### src/rtl/assert_macros.svh
// assertion helpers used by the engine core
`ifndef ASSERT_MACROS_SVH
`define ASSERT_MACROS_SVH

// property checked on every rising edge, skipped while in reset
`define ASSERT_CLK(lbl, clk_s, rstn_s, prop, msg) \
    lbl: assert property (@(posedge clk_s) disable iff (!rstn_s) prop) else $error(msg);

// same, but also checked while reset is asserted
`define ASSERT_ALWAYS(lbl, clk_s, prop, msg) \
    lbl: assert property (@(posedge clk_s) prop) else $error(msg);

`endif

### src/rtl/lnee_pkg.sv
package lnee_pkg;

    localparam int NETS_DEF  = 4096;
    localparam int LANES_DEF = 32;

    localparam int DATA_W  = 32;
    localparam int NET_W   = 12;
    localparam int TT_W    = 16;
    localparam int ICNT_W  = 3;
    localparam int CNT_W   = 13;
    localparam int PADDR_W = 3;
    localparam int PDATA_W = 32;

    localparam logic [CNT_W-1:0] NETS_USED_RST = 13'd4096;
    localparam logic [ICNT_W-1:0] LUT_INPUTS   = 3'd4;

    localparam logic [1:0] OP_WRITE = 2'd0;
    localparam logic [1:0] OP_READ  = 2'd1;
    localparam logic [1:0] OP_LUT   = 2'd2;
    localparam logic [1:0] OP_FF    = 2'd3;

    localparam logic REG_NETS_USED = 1'b0;

    typedef struct packed {
        logic [1:0]        op;
        logic [NET_W-1:0]  net;
        logic [DATA_W-1:0] value;
        logic [TT_W-1:0]   lut_bits;
        logic [ICNT_W-1:0] input_count;
        logic [NET_W-1:0]  in_a;
        logic [NET_W-1:0]  in_b;
        logic [NET_W-1:0]  in_c;
        logic [NET_W-1:0]  in_d;
    } req_item_t;

    typedef struct packed {
        logic [DATA_W-1:0] data;
        logic              in_range;
    } rsp_item_t;

endpackage

### src/rtl/lnee_lut.sv
module lnee_lut #(
    parameter int LANES = lnee_pkg::LANES_DEF
) (
    input  logic [lnee_pkg::TT_W-1:0] lut_bits,
    input  logic [LANES-1:0]          a,
    input  logic [LANES-1:0]          b,
    input  logic [LANES-1:0]          c,
    input  logic [LANES-1:0]          d,
    output logic [LANES-1:0]          y
);

    // one 16:1 select per lane, lanes independent
    always_comb
    begin
        for (int k = 0; k < LANES; k++)
        begin
            y[k] = lut_bits[{d[k], c[k], b[k], a[k]}];
        end
    end

endmodule

### config.mk
export PLATFORM = sky130hd
export DESIGN_NAME = lnee_lut
export DESIGN_NICKNAME = d
export VERILOG_FILES = /design/src/rtl/assert_macros.svh /design/src/rtl/lnee_pkg.sv /design/src/rtl/lnee_lut.sv
export SDC_FILE = /design/constraint.sdc
export NUM_CORES = 1
export LEC_CHECK = 0
export BUFFER_PORTS_ARGS = -buffer_cell sky130_fd_sc_hd__buf_2
export CAP_MARGIN = 5
export CELL_PAD_IN_SITES_DETAIL_PLACEMENT = 0
export CELL_PAD_IN_SITES_GLOBAL_PLACEMENT = 1
export CORE_UTILIZATION = 23
export DETAILED_ROUTE_END_ITERATION = 8
export PLACE_DENSITY = 0.62
export SYNTH_ARGS = -nofsm -noshare
export SYNTH_HDL_FRONTEND = slang
export SYNTH_SLANG_ARGS = --single-unit
### constraint.sdc
create_clock -name vclk -period 2
set_input_delay 0.4 -clock vclk [all_inputs]
set_output_delay 0.4 -clock vclk [all_outputs]
set_load 0.02 [all_outputs]
Yosys cells after proc, flatten, opt, wreduce, memory -nomap -nowiden
Cells that the tools add are included.

storage, ports and cells
  bits in registers = 0
  input port bits = 144
  output and inout bits = 32
  logic and storage cells = 96

cells by class
  order comparisons = 32
  mux-type cells = 64

operators by type and width
  kind                                                                   count
  4-bit by 5-bit < comparator with 1-bit output (second input constant)  32
  1-bit binary-select mux with 4-bit select                              32
  1-bit two-way mux                                                      32

Depth between registers and ports, before layout
Gate-level depths: netlist (run 1).

  word-level depth = 2
  gate-level depth with buffers = 4

Least setup slack after synthesis (run 1)
OpenSTA, ideal clock, no wires.

  path type = input to output
  from = in lut_bits[5] (netlist name)
  to = out y[11]
  data arrival time = 1.321 ns
  data required time = 1.600 ns
  slack = 0.279 ns
  stages on the path = 4
  path buffers = 1
  cells stage by stage = buf_2 -> mux4_1 -> mux2i_1 -> mux2i_1

on the way
  cells in the longest elaborated chain, start to end = 2

ends and longest elaborated chain
  what                                       RTL line        RTL
  start, declared                            lnee_lut.sv:4   input logic [lnee_pkg::TT_W-1:0] lut_bits,
  1-bit binary-select mux with 4-bit select  lnee_lut.sv:17  y[k] = lut_bits[{d[k], c[k], b[k], a[k]}];
  1-bit two-way mux (implied by the code)    lnee_lut.sv:17
  end, declared                              lnee_lut.sv:9   output logic [LANES-1:0] y

No other way between the ends. The select of a mux whose other input is x is not followed.

Worst setup path in the final report (run 1)
  from = in lut_bits[4] (netlist name)
  to = out y[7]

The elaborated chain is that of the path after synthesis.

==> summary.md, run 1 <==
| Metric | Value |
|---|---|
| Outcome | `finished, violations left` |
| Failing checks | `DRC` |
| Starting DRT DRC Count | `303` |
| Synth warn | `0` |
| F_max | `500 MHz` |
| Port buffer count | `176` |
| Share of layout cells above drive strength 1 | `76.6%` |
| Crit path capture type | `output port` |
| Syn Area/Cell | `15.7 um^2` |
| Max cap viols | `0` |
| Cell variety after synth | `6` |
| Slew Limit Fails | `0` |
| Fillcell total | `1,771` |
| Hold depth | `3` |
| Mapped Cells | `272` |
| Leakage power | `2.66 nW` |
| Routed wirelength normalized by instance count | `27.2 um` |
| Hold endpoint | `y[5]` |
| Core Util, Final | `34.5%` |
| Routed vias | `3,848` |
| Antenna cells | `0` |
| FF+latch count | `0` |
| Post-synthesis cell area | `4270 um^2` |
| DR pass1 iterations | `7` |
| Die H | `138 um` |
| Initial antenna violation count | `0` |
| Die Area | `19,100 um^2` |
| Pin count of the biggest net entering global routing | `33` |
| I/O Pins | `176` |
| Slew HR | `80.8%` |
| Endpoints failing setup | `0` |
| Core Area | `18,100 um^2` |
| Global route overflow | `0` |
| Via/cell ratio | `5.71` |
| Area grow syn2layout | `46.3%` |
| First-pass GRT wire length | `23,200 um` |
| Mapped Nets | `416` |
| P per Cell Area | `272 nW/um^2` |
| Cell row count | `49` |
| Routability Congestion | `0.766` |
| Vias in the first global route | `4,096` |
| Final hold viol count | `0` |
| Setup crit start kind | `primary input` |
| CP Data Required Time | `1.60 ns` |
| Unrepaired setup endpoints after global routing | `yes` |
| Sequential area share after synthesis | `0%` |
| Peak supply drop | `173 uV` |
| Overall Global Routing Usage | `15.4%` |
| Routed Antenna Nets | `0` |
| DP HPWL | `10,500 um` |
| Launch point of the worst hold path | `c[5]` |
| Post-Route WL | `18,300 um` |
| Register Area | `0 um^2` |
| Final Cycle Share | `99.9%` |
| Fin cells | `674` |
| Nets | `591` |
| Hold Buf Count CTS | `0` |
| Setup CP Type | `primary input to output port` |
| Min Tclk post-route | `2.00 ns` |
| CP max FO | `7` |
| Clkbuf count | `0` |
| Min-delay worst type | `primary input to output port` |
| Drt drc | `22` |
| Data arrival, critical path | `1.60 ns` |
| Post-placement cell count | `649` |
| Die W | `138 um` |
| Initial Util | `23.6%` |
| Worst Tran Pin Value | `0.289 ns` |
[how the worst max path moves through the flow]
stage	from	endpoint	slack, ns
after CTS	lut_bits[1]	y[13]	-0.02
after floorplan	lut_bits[5]	y[11]	0.28
after detailed placement	lut_bits[6]	y[10]	-0.15
final	lut_bits[4]	y[7]	0.002
after global routing	lut_bits[15]	y[24]	-0.04
after global placement	lut_bits[6]	y[9]	-0.14
[critical path, cell delays in order]
cell       delay, ns
buf_12          0.13
clkbuf_16       0.16
mux4_2          0.45
mux2i_1         0.18
mux2i_1         0.11
buf_4           0.17
[cell usage after synthesis, drive strengths merged]
| library cell | number | area, um^2 |
|---|---|---|
| buf | 28 | 140 |
| clkbuf | 20 | 82.6 |
| mux2i | 96 | 961 |
| mux4 | 128 | 3080 |
[logic make-up after synthesis]
kind of cell | after synthesis | share of synthesized area, %
buf+inv | 48 | 5.22
mux | 224 | 94.8
[per-layer routing]
metal  wire length (um)  global-route usage [%]  up-vias
met2               8870                    27.1      213
met5                  0                       0        -
met1               7920                    20.9     2002
li1                   -                       -     1619
met3               1300                    1.91       14
met4                227                    1.36        0
[metrics by stage]
step	hold WS, ns	power, mW	area (um^2)	TNS [ns]	setup slack (ns)
2_1_floorplan	0.951	0.859	4270	0	0.279
3_3_place_gp	1.10	1.40	5570	-2.30	-0.142
3_5_place_dp	1.10	1.43	5570	-3.12	-0.146
4_1_cts	1.10	1.47	5620	-0.0755	-0.0191
5_1_grt	1.11	1.80	6240	-0.264	-0.0396
6_report	1.10	1.70	6240	0	0.00185
[repair_timing]
item / in CTS / in global routing
setup endpoints to repair: 32 / 32
cloned: 1 / 24
resized for setup: 37 / 92
buffers inserted: 0 / 0
[report_power, final]
| group | switching, mW | internal [mW] |
|---|---|---|
| Clock | 0 | 0 |
| Sequential | 0 | 0 |
| Combinational | 0.746 | 0.953 |
| Total | 0.746 | 0.953 |
[layout make-up]
| cell class | count | area (um^2) | share of cell area, % |
|---|---|---|---|
| tap | 229 | 287 | 4.59 |
| multi-input combinational | 224 | 3870 | 62.1 |
| timing repair buffer | 221 | 2080 | 33.4 |
[placed cells by master, fill, tap and decap left out]
cell,instances
buf_6,12
buf_16,1
buf_8,3
mux4_1,8
buf_12,24
mux2i_1,96
clkbuf_16,21
buf_2,133
mux4_2,120
buf_4,25
clkbuf_4,2
No activity file was read; power rests on OpenSTA's default activity.
==> run 2: changes to the inputs <==
--- a/config.mk
+++ b/config.mk
@@ -11,7 +11,7 @@
 export CELL_PAD_IN_SITES_GLOBAL_PLACEMENT = 1
 export CORE_UTILIZATION = 23
 export DETAILED_ROUTE_END_ITERATION = 8
-export PLACE_DENSITY = 0.62
+export PLACE_DENSITY_LB_ADDON = 0.1
 export SYNTH_ARGS = -nofsm -noshare
 export SYNTH_HDL_FRONTEND = slang
 export SYNTH_SLANG_ARGS = --single-unit
==> run 2 against run 1 <==
Against the previous run:
- the flow finishes with violations (DRC, setup timing)
- first-iteration DRC count rose by 12%
- sequential share of layout area did not move
- wire length rose by 13%
- power rose by 6.1%
- critical path type unchanged
- highest routed layer is now met5
==> summary.md, run 2 (synthesis results as in run 1) <==
| Metric | Value |
|---|---|
| Clkbuf count | `0 (unchanged)` |
| Pin count of the biggest net entering global routing | `33 (unchanged)` |
| Setup crit start kind | `primary input` |
| CP Data Required Time | `1.60 ns (about the same)` |
| Drt drc | `21 (-4.5%)` |
| Launch point of the worst hold path | `c[14]` |
| First-pass GRT wire length | `26,800 um (+15%)` |
| Port buffer count | `176 (unchanged)` |
| TNS Setup | `-0.0253 ns (-0.0253 ns)` |
| Setup CP Type | `primary input to output port` |
| Global route overflow | `0 (unchanged)` |
| Worst path max stage delay | `0.47 ns (+0.02 ns)` |
| Crit-path leading delay family | `multiplexers` |
| Overall Global Routing Usage | `18.3% (+3.0 points)` |
| CP max FO | `8 (+1)` |
| Leakage power | `2.76 nW (+3.7%)` |
| Min-delay worst type | `primary input to output port` |
| Min Tclk post-route | `2.01 ns (+0.0126 ns)` |
| Commonest cells after routing, fill and taps aside | `137 x buf_2, 123 x mux4_2, 92 x mux2i_1` |
| Final hold viol count | `0 (unchanged)` |
| Vias in the first global route | `4,071 (-0.61%)` |
| I/O Pins | `176 (unchanged)` |
| Starting DRT DRC Count | `340 (+12%)` |
| Endpoints failing setup | `4 (+4)` |
| FF+latch count | `0 (unchanged)` |
| Outcome | `finished, violations left` |
| Crit path capture type | `output port` |
| Via/cell ratio | `5.85 (+2.4%)` |
| Unrepaired setup endpoints after global routing | `yes` |
| Die W | `138 um (unchanged)` |
| DP HPWL | `11,700 um (+12%)` |
| Die Area | `19,100 um^2 (unchanged)` |
| Critical-path cell list | `buf_12 -> buf_12 -> mux4_2 -> mux2i_2 -> mux2i_1 -> buf_4` |
| Setup ws final | `-0.0107 ns (-0.0126 ns)` |
| Slowest CP cell | `mux4_2` |
| Routability Congestion | `0.736 (-3.9%)` |
| Area grow syn2layout | `52.1%` |
| Routed wirelength normalized by instance count | `30.1 um (+11%)` |
| F_max | `497 MHz (-0.62%)` |
| Max cap viols | `0 (unchanged)` |
| Hold endpoint | `y[14]` |
| Data arrival, critical path | `1.61 ns (about the same)` |
| Register Area | `0 um^2 (unchanged)` |
| Worst Tran Pin Value | `0.272 ns (-0.0170 ns)` |
| Routed Antenna Nets | `0 (unchanged)` |
| Initial Util | `23.6% (unchanged)` |
| Initial antenna violation count | `2 (+2)` |
| Hold Buf Count CTS | `0 (unchanged)` |
| Routed vias | `4,030 (+4.7%)` |
| Failing checks | `DRC, setup timing` |
| DR pass1 iterations | `6 (-1)` |
| CP most frequent cell | `buf_12` |
| Core Area | `18,100 um^2 (unchanged)` |
| Overall power | `1.80 mW (+6.1%)` |
| Cell row count | `49 (unchanged)` |
| P per Cell Area | `278 nW/um^2 (+2.1%)` |
| Nets | `605 (+2.4%)` |
| Die H | `138 um (unchanged)` |
| Fillcell total | `1,793 (+1.2%)` |
| Post-Route WL | `20,800 um (+13%)` |
| Worst path bufs/invs | `3 (unchanged)` |
| Final Cycle Share | `101% (+0.63 points)` |
| Share of layout cells above drive strength 1 | `78.9% (+2.2 points)` |
| Most common cell after layout, fill and taps aside | `buf_2` |
| Peak supply drop | `135 uV (-22%)` |
| Hold depth | `3 (unchanged)` |
| Slew HR | `81.4% (+0.61 points)` |
| Slew Limit Fails | `0 (unchanged)` |
| Dpl ws | `-0.0761 ns (+0.0698 ns)` |
run 2: worst min-delay path, cell delays in order:
cell	delay (ns)
buf_2	0.08
mux2i_1	0.06
buf_4	0.15
run 2: area by class of cell:
class	count	area [um^2]	area share, %
Multi-Input combinational cell	224	3880	59.8
Timing Repair Buffer	235	2320	35.8
Tap cell	229	287	4.42
Antenna cell	1	2.50	0.0386
run 2: metal layers:
layer  wire [um]  global-route usage [%]  vias up
met5          34                       0        -
li1            -                       -     1650
met3        1420                    1.52       31
met2        9820                    30.0      239
met1        9090                    27.0     2108
met4         400                    2.54        2
run 2: power breakdown:
group          leakage (nW)  switching, mW     total, mW  internal, mW
registers                 0              0             0             0
clock network    0.00000634              0  0.0000000670  0.0000000670
logic                  2.76          0.801          1.80          1.00
run 2: worst max-delay path by stage:
stage | cells past startpoint | start | slack [ns] | endpoint
final | 6 | lut_bits[7] | -0.01 | y[11]
after global routing | 6 | lut_bits[15] | -0.06 | y[15]
after CTS | 6 | lut_bits[5] | -0.03 | y[9]
after detailed placement | 6 | lut_bits[1] | -0.08 | y[11]
after global placement | 6 | lut_bits[11] | -0.07 | y[11]
after floorplan | 4 | lut_bits[5] | 0.28 | y[11]
run 2: stage by stage:
step	instance area, um^2	hold WS [ns]	instances	utilization, %
3_5_place_dp	5700	1.09	659	31.5
4_1_cts	5920	1.10	666	32.7
2_1_floorplan	4270	0.951	272	-
5_1_grt	6490	1.11	689	35.9
6_report	6490	1.10	689	35.9
3_3_place_gp	5700	1.10	659	31.5
run 2: what timing repair did:
action	CTS	global route
cloned	7	24
gates resized for setup	71	71
endpoints found under the setup margin	30	32
buffers inserted	0	0
==> run 3: changes to the inputs <==
--- a/config.mk
+++ b/config.mk
@@ -9,6 +9,7 @@
 export CAP_MARGIN = 5
 export CELL_PAD_IN_SITES_DETAIL_PLACEMENT = 0
 export CELL_PAD_IN_SITES_GLOBAL_PLACEMENT = 1
+export CORE_ASPECT_RATIO = 1.75
 export CORE_UTILIZATION = 23
 export DETAILED_ROUTE_END_ITERATION = 8
 export PLACE_DENSITY_LB_ADDON = 0.1
==> run 3 against run 2 <==
Against the previous run:
- wire length is 2.4% lower
- the run ends with setup timing left
- largest cell class unchanged
- via count is 1.4% higher
- combinational power hardly changed
- highest routed layer is now met4
- first-iteration DRC count is 5.6% lower
- worst setup slack worse by 0.037 ns
- die area is 0.11% higher
- final cell count is 3.6% higher
- critical path depth stayed put
==> summary.md, run 3 (synthesis results as in run 1) <==
| Metric | Value |
|---|---|
| Outcome | `finished, violations left` |
| Failing checks | `setup timing` |
| Routability Congestion | `0.816 (+11%)` |
| Routed wirelength normalized by instance count | `28.4 um (-5.8%)` |
| Setup ws final | `-0.0475 ns (-0.0368 ns)` |
| Critical-path cell list | `buf_12 -> buf_12 -> mux4_2 -> mux2i_2 -> mux2i_1 -> buf_4` |
| F_max | `488 MHz (-1.8%)` |
| CP Data Required Time | `1.60 ns (about the same)` |
| Endpoints failing setup | `6 (+2)` |
| I/O Pins | `176 (unchanged)` |
| Crit path capture type | `output port` |
| Worst path max stage delay | `0.47 ns (about the same)` |
| Unrepaired setup endpoints after global routing | `yes` |
| P per Cell Area | `274 nW/um^2 (-1.6%)` |
| Most common cell after layout, fill and taps aside | `buf_2` |
| Crit-path leading delay family | `multiplexers` |
| CP Launch Point | `lut_bits[15]` |
| Die Area | `19,100 um^2 (+0.11%)` |
| DR pass1 iterations | `4 (-2)` |
| Setup crit start kind | `primary input` |
| Overall Global Routing Usage | `20.5% (+2.2 points)` |
| Drt drc | `0 (-100%)` |
| Slew HR | `80.9% (-0.42 points)` |
| First-pass GRT wire length | `29,200 um (+8.8%)` |
| Max cap viols | `0 (unchanged)` |
| Data arrival, critical path | `1.65 ns (+0.04 ns)` |
| Slew Limit Fails | `0 (unchanged)` |
| Min-delay worst type | `primary input to output port` |
| DP HPWL | `13,400 um (+14%)` |
| Setup CP Type | `primary input to output port` |
| Clkbuf count | `0 (unchanged)` |
| Crit path depth | `6 (unchanged)` |
| Area grow syn2layout | `56.1%` |
| Port buffer count | `176 (unchanged)` |
| Initial antenna violation count | `0 (-2)` |
| Vias in the first global route | `4,523 (+11%)` |
| Register Area | `0 um^2 (unchanged)` |
| Worst path bufs/invs | `3 (unchanged)` |
| Final Cycle Share | `102% (+1.8 points)` |
| CP most frequent cell | `buf_12` |
| Commonest cells after routing, fill and taps aside | `140 x buf_2, 113 x mux4_2, 91 x mux2i_1` |
| Min Tclk post-route | `2.05 ns (+0.0368 ns)` |
| Core Util, Final | `36.9% (+1.0 points)` |
| Fin cells | `714 (+3.6%)` |
| FF+latch count | `0 (unchanged)` |
| Die W | `105 um (-24%)` |
| Slowest CP cell | `mux4_2` |
| Leakage power | `2.87 nW (+4.2%)` |
| Final hold viol count | `0 (unchanged)` |
| Die H | `182 um (+32%)` |
| Via/cell ratio | `5.72 (-2.2%)` |
| Peak supply drop | `98.1 uV (-27%)` |
| Routed Antenna Nets | `0 (unchanged)` |
| Hold_ws | `1.10 ns (+0.000100 ns)` |
| Nets | `626 (+3.5%)` |
| Crit path capture | `y[31]` |
| Global route overflow | `0 (unchanged)` |
| Routed vias | `4,086 (+1.4%)` |
| Starting DRT DRC Count | `321 (-5.6%)` |
| Post-placement cell count | `684 (+3.8%)` |
| CP max FO | `7 (-1)` |
| Core Area | `18,100 um^2 (-0.17%)` |
| Worst Tran Pin Value | `0.278 ns (+0.00610 ns)` |
| Post-Route WL | `20,300 um (-2.4%)` |
| Cell row count | `65 (+33%)` |
| Initial Util | `23.6% (+0.041 points)` |
| Share of layout cells above drive strength 1 | `77.9% (-0.95 points)` |
| Antenna cells | `0 (-1)` |
| Pin count of the biggest net entering global routing | `13 (-61%)` |
| Hold Buf Count CTS | `0 (unchanged)` |
| Fillcell total | `1,819 (+1.5%)` |
run 3: cell types whose count changed in the layout (fill, tap and decap cells not counted), sizes merged:
cell and change:
buf +33, clkbuf -12, diode -1
run 3: cell type report:
| cell class | count | area, um^2 | area share (%) |
|---|---|---|---|
| multi-input cells | 224 | 3920 | 58.9 |
| repair buffers | 256 | 2440 | 36.7 |
| well taps | 234 | 293 | 4.40 |
run 3: through the flow:
stage | worst slack (ns) | area, um^2 | TNS, ns | power [mW]
after detailed placement | -0.187 | 5800 | -2.87 | 1.51
final | -0.0475 | 6660 | -0.112 | 1.82
after global placement | -0.184 | 5800 | -3.04 | 1.51
after global routing | -0.0816 | 6660 | -0.679 | 1.92
after floorplan | 0.279 | 4270 | 0 | 0.859
after CTS | -0.0451 | 6450 | -0.177 | 1.75
run 3: per-layer routing:
layer / part of all wire, % / vias to the layer above / track usage (%)
li1: - / 1704 / -
met1: 37 / 2111 / 24.4
met2: 54 / 240 / 39.2
met3: 6.5 / 31 / 2.00
met4: 2.5 / 0 / 4.45
met5: 0 / - / 0
run 3: worst min-delay path by stage:
stage,depth (start not counted),slack (ns),start,to
floorplan,1,0.95,c[0],y[0]
global placement,3,1.10,c[11],y[11]
detailed placement,3,1.10,c[6],y[6]
CTS,3,1.10,c[6],y[6]
global route,3,1.11,c[26],y[26]
finish,3,1.10,c[26],y[26]
run 3: power by group:
group          switching, mW  internal, mW  total (mW)
registers                  0             0           0
clock network              0             0           0
logic                  0.798          1.02        1.82
total                  0.798          1.02        1.82
run 3: what timing repair did:
| item | 4_1_cts | 5_1_grt |
|---|---|---|
| resized for setup | 120 | 53 |
| cloned | 21 | 7 |
| buffers inserted | 2 | 0 |
| pin swaps | 0 | 0 |
| setup endpoints to repair | 32 | 29 |
